### config.mk
export PLATFORM = sky130hd
export DESIGN_NAME = serial_line_editor_echo_unit
export DESIGN_NICKNAME = d
export VERILOG_FILES = /design/src/hw/rtl/sle_pkg.sv /design/src/hw/rtl/sle_ram.sv /design/src/hw/rtl/sle_front.sv /design/src/hw/rtl/sle_emit.sv /design/src/hw/rtl/serial_line_editor_echo_unit.sv
export SDC_FILE = /design/constraint.sdc
export NUM_CORES = 2
export LEC_CHECK = 0
export BUFFER_PORTS_ARGS = -buffer_cell sky130_fd_sc_hd__buf_2
export CORE_AREA = 3 3 412 414
export CTS_CLUSTER_DIAMETER = 40
export DETAILED_ROUTE_END_ITERATION = 10
export DIE_AREA = 0 0 415 417
export GPL_TIMING_DRIVEN = 0
export SLEW_MARGIN = 20
export SYNTH_ARGS = -nofsm -noshare
export SYNTH_HDL_FRONTEND = slang
export SYNTH_SLANG_ARGS = --single-unit
### constraint.sdc
create_clock -name clk -period 4.3 [get_ports clk]
set_input_delay 0 -clock clk [delete_from_list [all_inputs] [get_ports clk]]
set_output_delay 0 -clock clk [all_outputs]
set_load 0.03 [all_outputs]
### src/hw/rtl/sle_pkg.sv
package sle_pkg;

  localparam int DATA_W    = 8;
  localparam int CFG_IDX_W = 1;

  // received characters with special meaning
  localparam logic [7:0] CH_BS = 8'd8;
  localparam logic [7:0] CH_SP = 8'd32;
  localparam logic [7:0] CH_CR = 8'd13;
  localparam logic [7:0] CH_LF = 8'd10;

  localparam logic OP_CHAR = 1'b0;
  localparam logic OP_READ = 1'b1;

  localparam logic KIND_ECHO = 1'b0;
  localparam logic KIND_READ = 1'b1;

  localparam logic [CFG_IDX_W-1:0] CFG_CAPACITY  = 1'd0;
  localparam logic [CFG_IDX_W-1:0] CFG_WORD_MODE = 1'd1;

  localparam logic [7:0] CAP_RESET = 8'd255;

  typedef struct packed {
    logic       opcode;
    logic [7:0] rx_char;
    logic [7:0] read_index;
  } in_item_t;

  typedef struct packed {
    logic       kind;
    logic [7:0] data;
    logic       line_done;
    logic [7:0] line_length;
    logic       last;
  } out_item_t;

  // everything the emitter needs to produce the results of one input
  typedef struct packed {
    logic       kind;
    logic [1:0] nres;
    logic [7:0] b0;
    logic [7:0] b1;
    logic [7:0] b2;
    logic       done;
    logic [7:0] len;
    logic       hit;
  } plan_t;

endpackage

### src/hw/rtl/sle_ram.sv
module sle_ram #(
  parameter int WIDTH = 8,
  parameter int DEPTH = 256,
  parameter int AW    = $clog2(DEPTH)
) (
  input  logic             clk,
  input  logic             we,
  input  logic [AW-1:0]    waddr,
  input  logic [WIDTH-1:0] wdata,
  input  logic             re,
  input  logic [AW-1:0]    raddr,
  output logic [WIDTH-1:0] rdata_r
);

  logic [WIDTH-1:0] mem [DEPTH];

  always_ff @(posedge clk) begin
    if (we) begin
      mem[waddr] <= wdata;
    end
    if (re) begin
      rdata_r <= mem[raddr];
    end
  end

endmodule

### src/hw/rtl/sle_front.sv
module sle_front
  import sle_pkg::*;
#(
  parameter int LINE_DEPTH = 256
) (
  input  logic                 clk,
  input  logic                 rst_n,
  input  logic                 cfg_we,
  input  logic [CFG_IDX_W-1:0] cfg_index,
  input  logic [DATA_W-1:0]    cfg_wdata,
  input  logic                 accept,
  input  in_item_t             item,
  output plan_t                plan,
  output logic                 plan_valid,
  output logic [7:0]           rdata
);

  localparam int AW = $clog2(LINE_DEPTH);

  logic [7:0]    cap_r;
  logic          word_r;
  logic [AW-1:0] count_r, count_nxt;
  logic          complete_r, complete_nxt;

  logic [AW-1:0] cnt_eff;
  logic [8:0]    cap9, lim9, inc9;
  logic          ram_we, ram_re;

  always_ff @(posedge clk) begin
    if (!rst_n) begin
      cap_r  <= CAP_RESET;
      word_r <= 1'b0;
    end else if (cfg_we) begin
      case (cfg_index)
        CFG_CAPACITY:  cap_r  <= cfg_wdata;
        CFG_WORD_MODE: word_r <= cfg_wdata[0];
        default: ;
      endcase
    end
  end

  // held limit: capacity clamped to two, minus one, capped by the store
  always_comb begin
    cap9 = (cap_r < 8'd2) ? 9'd2 : {1'b0, cap_r};
    lim9 = cap9 - 9'd1;
    if (lim9 > 9'(LINE_DEPTH - 1)) begin
      lim9 = 9'(LINE_DEPTH - 1);
    end
  end

  always_comb begin
    cnt_eff      = complete_r ? '0 : count_r;
    inc9         = 9'(cnt_eff) + 9'd1;
    count_nxt    = cnt_eff;
    complete_nxt = 1'b0;
    ram_we       = 1'b0;
    ram_re       = 1'b0;
    plan         = '0;
    plan.kind    = KIND_ECHO;
    plan.nres    = 2'd1;
    plan.b0      = item.rx_char;

    if (item.opcode == OP_READ) begin
      count_nxt    = count_r;
      complete_nxt = complete_r;
      ram_re       = 1'b1;
      plan.kind    = KIND_READ;
      plan.hit     = item.read_index < 8'(count_r);
    end else begin
      case (item.rx_char)
        CH_BS: begin
          if (cnt_eff == '0) begin
            plan.nres = 2'd0;
          end else begin
            count_nxt = cnt_eff - AW'(1);
            plan.nres = 2'd3;
            plan.b0   = CH_BS;
            plan.b1   = CH_SP;
            plan.b2   = CH_BS;
          end
        end
        CH_CR: begin
          complete_nxt = 1'b1;
          plan.nres    = 2'd2;
          plan.b0      = CH_CR;
          plan.b1      = CH_LF;
          plan.done    = 1'b1;
        end
        CH_LF: begin
          complete_nxt = 1'b1;
          plan.nres    = 2'd2;
          plan.b0      = CH_LF;
          plan.b1      = CH_CR;
          plan.done    = 1'b1;
        end
        default: begin
          if (word_r && item.rx_char == CH_SP) begin
            complete_nxt = 1'b1;
            plan.done    = 1'b1;
          end else begin
            ram_we       = 1'b1;
            count_nxt    = inc9[AW-1:0];
            complete_nxt = inc9 >= lim9;
            plan.done    = complete_nxt;
          end
        end
      endcase
    end
    plan.len   = 8'(count_nxt);
    plan_valid = plan.nres != 2'd0;
  end

  always_ff @(posedge clk) begin
    if (!rst_n) begin
      count_r    <= '0;
      complete_r <= 1'b0;
    end else if (accept) begin
      count_r    <= count_nxt;
      complete_r <= complete_nxt;
    end
  end

  sle_ram #(
    .WIDTH (8),
    .DEPTH (LINE_DEPTH)
  ) u_store (
    .clk     (clk),
    .we      (accept && ram_we),
    .waddr   (cnt_eff),
    .wdata   (item.rx_char),
    .re      (accept && ram_re),
    .raddr   (item.read_index[AW-1:0]),
    .rdata_r (rdata)
  );

endmodule

### src/hw/rtl/sle_emit.sv
module sle_emit
  import sle_pkg::*;
(
  input  logic       clk,
  input  logic       rst_n,
  input  plan_t      plan,
  input  logic       plan_valid,
  input  logic       accept,
  input  logic [7:0] rdata,
  output logic       take_ok,
  output logic       out_valid,
  input  logic       out_ready,
  output out_item_t  out_item
);

  plan_t      plan_r;
  logic       p_valid_r, p_valid_nxt;
  logic [1:0] step_r, step_nxt;
  out_item_t  out_r, res;
  logic       o_valid_r;

  logic o_free, p_fire, p_last, p_end;

  assign o_free = !o_valid_r || out_ready;
  assign p_fire = p_valid_r && o_free;
  assign p_last = step_r == (plan_r.nres - 2'd1);
  assign p_end  = p_fire && p_last;

  assign take_ok = !p_valid_r || p_end;

  // current result of the held plan
  always_comb begin
    res.kind        = plan_r.kind;
    res.line_done   = plan_r.done;
    res.line_length = plan_r.len;
    res.last        = p_last;
    case (step_r)
      2'd0:    res.data = plan_r.b0;
      2'd1:    res.data = plan_r.b1;
      default: res.data = plan_r.b2;
    endcase
    if (plan_r.kind == KIND_READ) begin
      res.data = plan_r.hit ? rdata : 8'd0;
    end
  end

  always_comb begin
    p_valid_nxt = p_valid_r;
    step_nxt    = step_r;
    if (p_fire) begin
      step_nxt = step_r + 2'd1;
    end
    if (p_end) begin
      p_valid_nxt = 1'b0;
    end
    if (accept) begin
      p_valid_nxt = plan_valid;
      step_nxt    = 2'd0;
    end
  end

  always_ff @(posedge clk) begin
    if (!rst_n) begin
      p_valid_r <= 1'b0;
      step_r    <= 2'd0;
      o_valid_r <= 1'b0;
    end else begin
      p_valid_r <= p_valid_nxt;
      step_r    <= step_nxt;
      if (p_fire) begin
        o_valid_r <= 1'b1;
      end else if (out_ready) begin
        o_valid_r <= 1'b0;
      end
    end
  end

  always_ff @(posedge clk) begin
    if (accept) begin
      plan_r <= plan;
    end
    if (p_fire) begin
      out_r <= res;
    end
  end

  assign out_valid = o_valid_r;
  assign out_item  = out_r;

endmodule

### src/hw/rtl/serial_line_editor_echo_unit.sv
// Serial line editor with echo. Each received character (opcode 0) edits the
// line held in an internal store and yields its echo bytes: backspace gives
// BS, space, BS (nothing on an empty line), CR gives CR LF, LF gives LF CR,
// a space in word mode gives itself and ends the word, any other byte is
// stored and echoed. A read (opcode 1) returns one stored byte, zero at or
// beyond the current length. An input's state update is done at the transfer
// and its results are queued in a plan register; results leave through a
// registered output stage at one per cycle while out_ready holds high. An
// item yields one result for a stored character, a terminator in word mode
// or a read, two for CR or LF, three for a backspace and none for an ignored
// backspace. The store needs no clearing pass after reset.
module serial_line_editor_echo_unit
  import sle_pkg::*;
#(
  parameter int LINE_DEPTH = 256
) (
  input  logic                 clk,
  input  logic                 rst_n,
  input  logic                 cfg_we,
  input  logic [CFG_IDX_W-1:0] cfg_index,
  input  logic [DATA_W-1:0]    cfg_wdata,
  input  logic                 in_valid,
  output logic                 in_ready,
  input  in_item_t             in_item,
  output logic                 out_valid,
  input  logic                 out_ready,
  output out_item_t            out_item
);

  plan_t      plan;
  logic       plan_valid;
  logic [7:0] rdata;
  logic       take_ok;
  logic       accept;

  // a new item may enter while the previous plan drains its last result
  assign in_ready = rst_n && take_ok;
  assign accept   = in_valid && in_ready;

  // line state, configuration and store
  sle_front #(
    .LINE_DEPTH (LINE_DEPTH)
  ) u_front (
    .clk        (clk),
    .rst_n      (rst_n),
    .cfg_we     (cfg_we),
    .cfg_index  (cfg_index),
    .cfg_wdata  (cfg_wdata),
    .accept     (accept),
    .item       (in_item),
    .plan       (plan),
    .plan_valid (plan_valid),
    .rdata      (rdata)
  );

  // result sequencing and output register
  sle_emit u_emit (
    .clk        (clk),
    .rst_n      (rst_n),
    .plan       (plan),
    .plan_valid (plan_valid),
    .accept     (accept),
    .rdata      (rdata),
    .take_ok    (take_ok),
    .out_valid  (out_valid),
    .out_ready  (out_ready),
    .out_item   (out_item)
  );

endmodule

==> metrics.md <==
| Metric | Value |
|---|---|
| Final hold vios | 0 |
| Final HPWL DP | 173 mm |
| Max clock buf depth | 4 |
| Synthesis warning total | 0 |
| Sequential share of the synthesized area | 0.766 |
| Seq pwr share | 0.467 |
| Failing checks | setup timing |
| Die footprint | 173000 µm² |
| Post-route cell area | 97300 µm² |
| I/O Buffers | 50 |
| Clock Power Share | 0.482 |
| Commonest cells after routing, fill and taps aside | edfxtp_1, mux4_2, clkbuf_16, nor2_1, nand2_1 |
| Die X | 415 µm |
| Largest net degree at the start of global routing | 137 |
| EDFF count, synth | 2101 |
| Power Density | 502 nW/µm² |
| Max cap viols | 0 |
| WL/cell | 37.4 µm |
| Clock transition at path regs | 0.06 ns |
| Fmax | 229 MHz |
| Ys async rst share | 0 |
| Placed inst area | 86600 µm² |
| Remaining Overflow, GRT | 0 |
| CP Max Fanout | 98 |
| Syn Nets | 4115 |
| Nets@finish | 4547 |
| Clock sink count | 2123 |
| Routed WL | 259 mm |
| CP startpoint kind | input port |
| Final slew viol count | 0 |
| Initial antenna violation count | 15 |
| Syn_area_per_cell | 20.4 µm² |
| Static leakage | 30.7 nW |
| Top cell family by delay on the critical path | simple AND/OR/NAND/NOR gates |
| RSZ-0062 raised after global routing | true |
| Cts bufs inserted | 290 |
| Cell-by-cell trace of the critical path | dlygate4sd3_1 -> buf_8 -> buf_16 -> nor2b_1 -> o21ai_1 -> o32ai_2 -> nor4_2 -> nand2_1 -> clkbuf_1 -> nor2_1 |
| Int Power | 38.0 mW |
| Worst hold start | in_item[8] |
| Drt first pass iters | 7 |
| Critical Path AT | 4.90 ns |
| Status | complete, but fails checks |
| Final setup viols | 48 |
| CTS H-tree depth | 5 |
| Max VDD drop | 342 µV |
| DRC errors left | 0 |
| Layout cells sized above 1 | 0.285 |
| Layout area overhead | 17.3% |
| Height of the die | 417 µm |
| Setup TNS after final layout | -1.84 ns |
| Ports | 52 |
| Slew HR | 0.209 |
| CTS tree | done |
| Layout fillers | 12100 |
| Post-Synthesis Cells | 4061 |
| 1st-iter DRT viols | 6957 |
| Worst-Margin Slew | 1.19 ns |
| Slowest-stage cell, CP | nor4_2 |
| CP peak stage delay | 0.79 ns |
| Via/cell ratio | 6.52 |
| Routability-driven placement congestion ratio | 1.01 |
| Global-route wire length before repair | 355 mm |
| Synth Cell Area | 82900 µm² |
| Clock skew | 0.0537 ns |
| Worst reg-to-reg setup slack | 0 ns |
| Sw frac | 0.222 |
| Register bit total from synthesis | 2123 |
| Period utilization | 1.02 |
| Vias | 45100 |
| GRT Total Usage | 0.300 |
| FF-to-FF End | u_front.u_store.mem[137][0] |
| Site row count | 150 |
| Buf/Inv on CP | 4 |
| Post-route setup slack | -0.0728 ns |
| Hold WC Path Type | input port to flop |
| Core Util, Final | 0.584 |
| Synth Flop Type | edfxtp_1 |
| R2R Path Start | u_front.complete_r |
| Setup Crit Path Kind | input port to flop |
| Most common cell after layout, fill and taps aside | edfxtp_1 |
| Vias in the first global route | 44100 |
| Worst reg-to-reg path cell count | 9 |
| CTS root buf | clkbuf_16 |
| Total core area | 167000 µm² |
| CP required | 4.83 ns |
| Worst hold endpoint | u_front.u_store.mem[113][0] |
| Antenna viol nets, final | 0 |
| Logic pwr share | 0.050 |
| Netlist cell types | 70 |
| Crit end category | flop |
| Net Sw Power | 10.8 mW |
| WHS Path Cells | 2 |
| Initial Util | 0.498 |
| Final Critical Period | 4.37 ns |
| Worst-Skew Late Latency | 0.94 ns |
[area by class of cell]
cell class                      instances  area (µm²)  share of cell area
Clock inverter                        169        1860              0.0191
Clock buffer                          334        7590              0.0780
Multi-Input combinational cell       1682       18600               0.191
Tap cell                             2204        2760              0.0283
Timing Repair Buffer                  143        1620              0.0166
Buffer                                234        1260              0.0130
Sequential cell                      2123       63500               0.653
Inverter                               19        71.3            0.000733
Antenna cell                            5        12.5            0.000129
[timing repair]
action | in CTS | in global routing
buffers inserted | 0 | 7
endpoints found under the hold margin | 1758 | 0
setup endpoints to repair | 1502 | 1523
pin swaps | 1 | 2
resized for setup | 102 | 61
hold buffers | 68 | 0
[worst max path at each step]
stage / startpoint / endpoint / slack [ns] / cells past startpoint
after floorplan: u_front.complete_r / u_emit.plan_r[9] / 0.58 / 17
after global placement: in_item[13] / u_front.u_store.mem[184][3] / -3.22 / 8
after detailed placement: u_front.complete_r / u_emit.plan_r[9] / -2.04 / 17
after CTS: u_front.complete_r / u_emit.plan_r[9] / -0.25 / 15
after global routing: in_item[13] / u_front.u_store.mem[143][5] / -0.13 / 10
final: in_item[13] / u_front.u_store.mem[207][3] / -0.07 / 10
[synth_stat cells, types with 42 or more instances]
cell | n | area [µm²]
mux2i_1 | 73 | 731
clkbuf_1 | 100 | 375
mux4_2 | 488 | 11000
o22ai_1 | 113 | 707
buf_2 | 73 | 365
o21ai_0 | 42 | 210
a22o_1 | 44 | 385
a22oi_1 | 49 | 368
nand2_1 | 160 | 601
nor2_1 | 324 | 1220
edfxtp_1 | 2101 | 63100
nand3_1 | 48 | 240
[metrics by stage]
step	power (mW)	worst slack, ns	hold WS [ns]	instances
floorplan	24.3	0.576	0.0989	4061
global placement	25.6	-3.22	0.216	6315
detailed placement	25.6	-2.04	0.215	6333
CTS	48.9	-0.246	0.0184	6901
global route	50.0	-0.125	0.0409	6908
finish	48.8	-0.0728	0.0889	6913
[per-layer routing]
layer  wire [µm]  share of wire  vias to the layer above  track usage
li1            -              -                    17800            -
met1      100000           0.39                    23800        0.419
met2      115000           0.45                     2928        0.438
met3       30800           0.12                      549       0.0961
met4       12300          0.047                       12        0.129
met5         103        0.00040                        -            0
[worst register-to-register path: cells and delay by family (launching register included)]
kind                       cells  cell delay (ns)
adders and majority gates      1             0.84
buffers and inverters          4             0.90
DFF                            1             0.32
and+or+nand+nor                4             1.84
[power by group through the flow]
stage	sequential [mW]	combinational, mW	clock [mW]
after global placement	23.3	2.24	0
after CTS	22.8	2.41	23.7
final	22.8	2.46	23.6
after floorplan	23.3	1.09	0
after global routing	22.8	2.53	24.7
after detailed placement	23.2	2.33	0
[registers in the layout, summed over array words and instances, names as in the netlist]
signal,flops
u_front.word_r,1
u_emit.plan_r,26
u_front.count_r,8
u_emit.p_valid_r,1
u_emit.step_r,2
u_front.complete_r,1
u_front.u_store.rdata_r,8
u_front.cap_r,8
u_emit.out_item,19
u_emit.out_valid,1
u_front.u_store.mem,2048
[logic make-up after synthesis]
family          share of synthesized area
compound gates                     0.0351
xor+xnor                          0.00158
fa+ha+maj                         0.00347
buf+inv                            0.0161
flops                               0.766
mux                                 0.143
simple gates                       0.0349
Power figures use the tool's default switching activity.
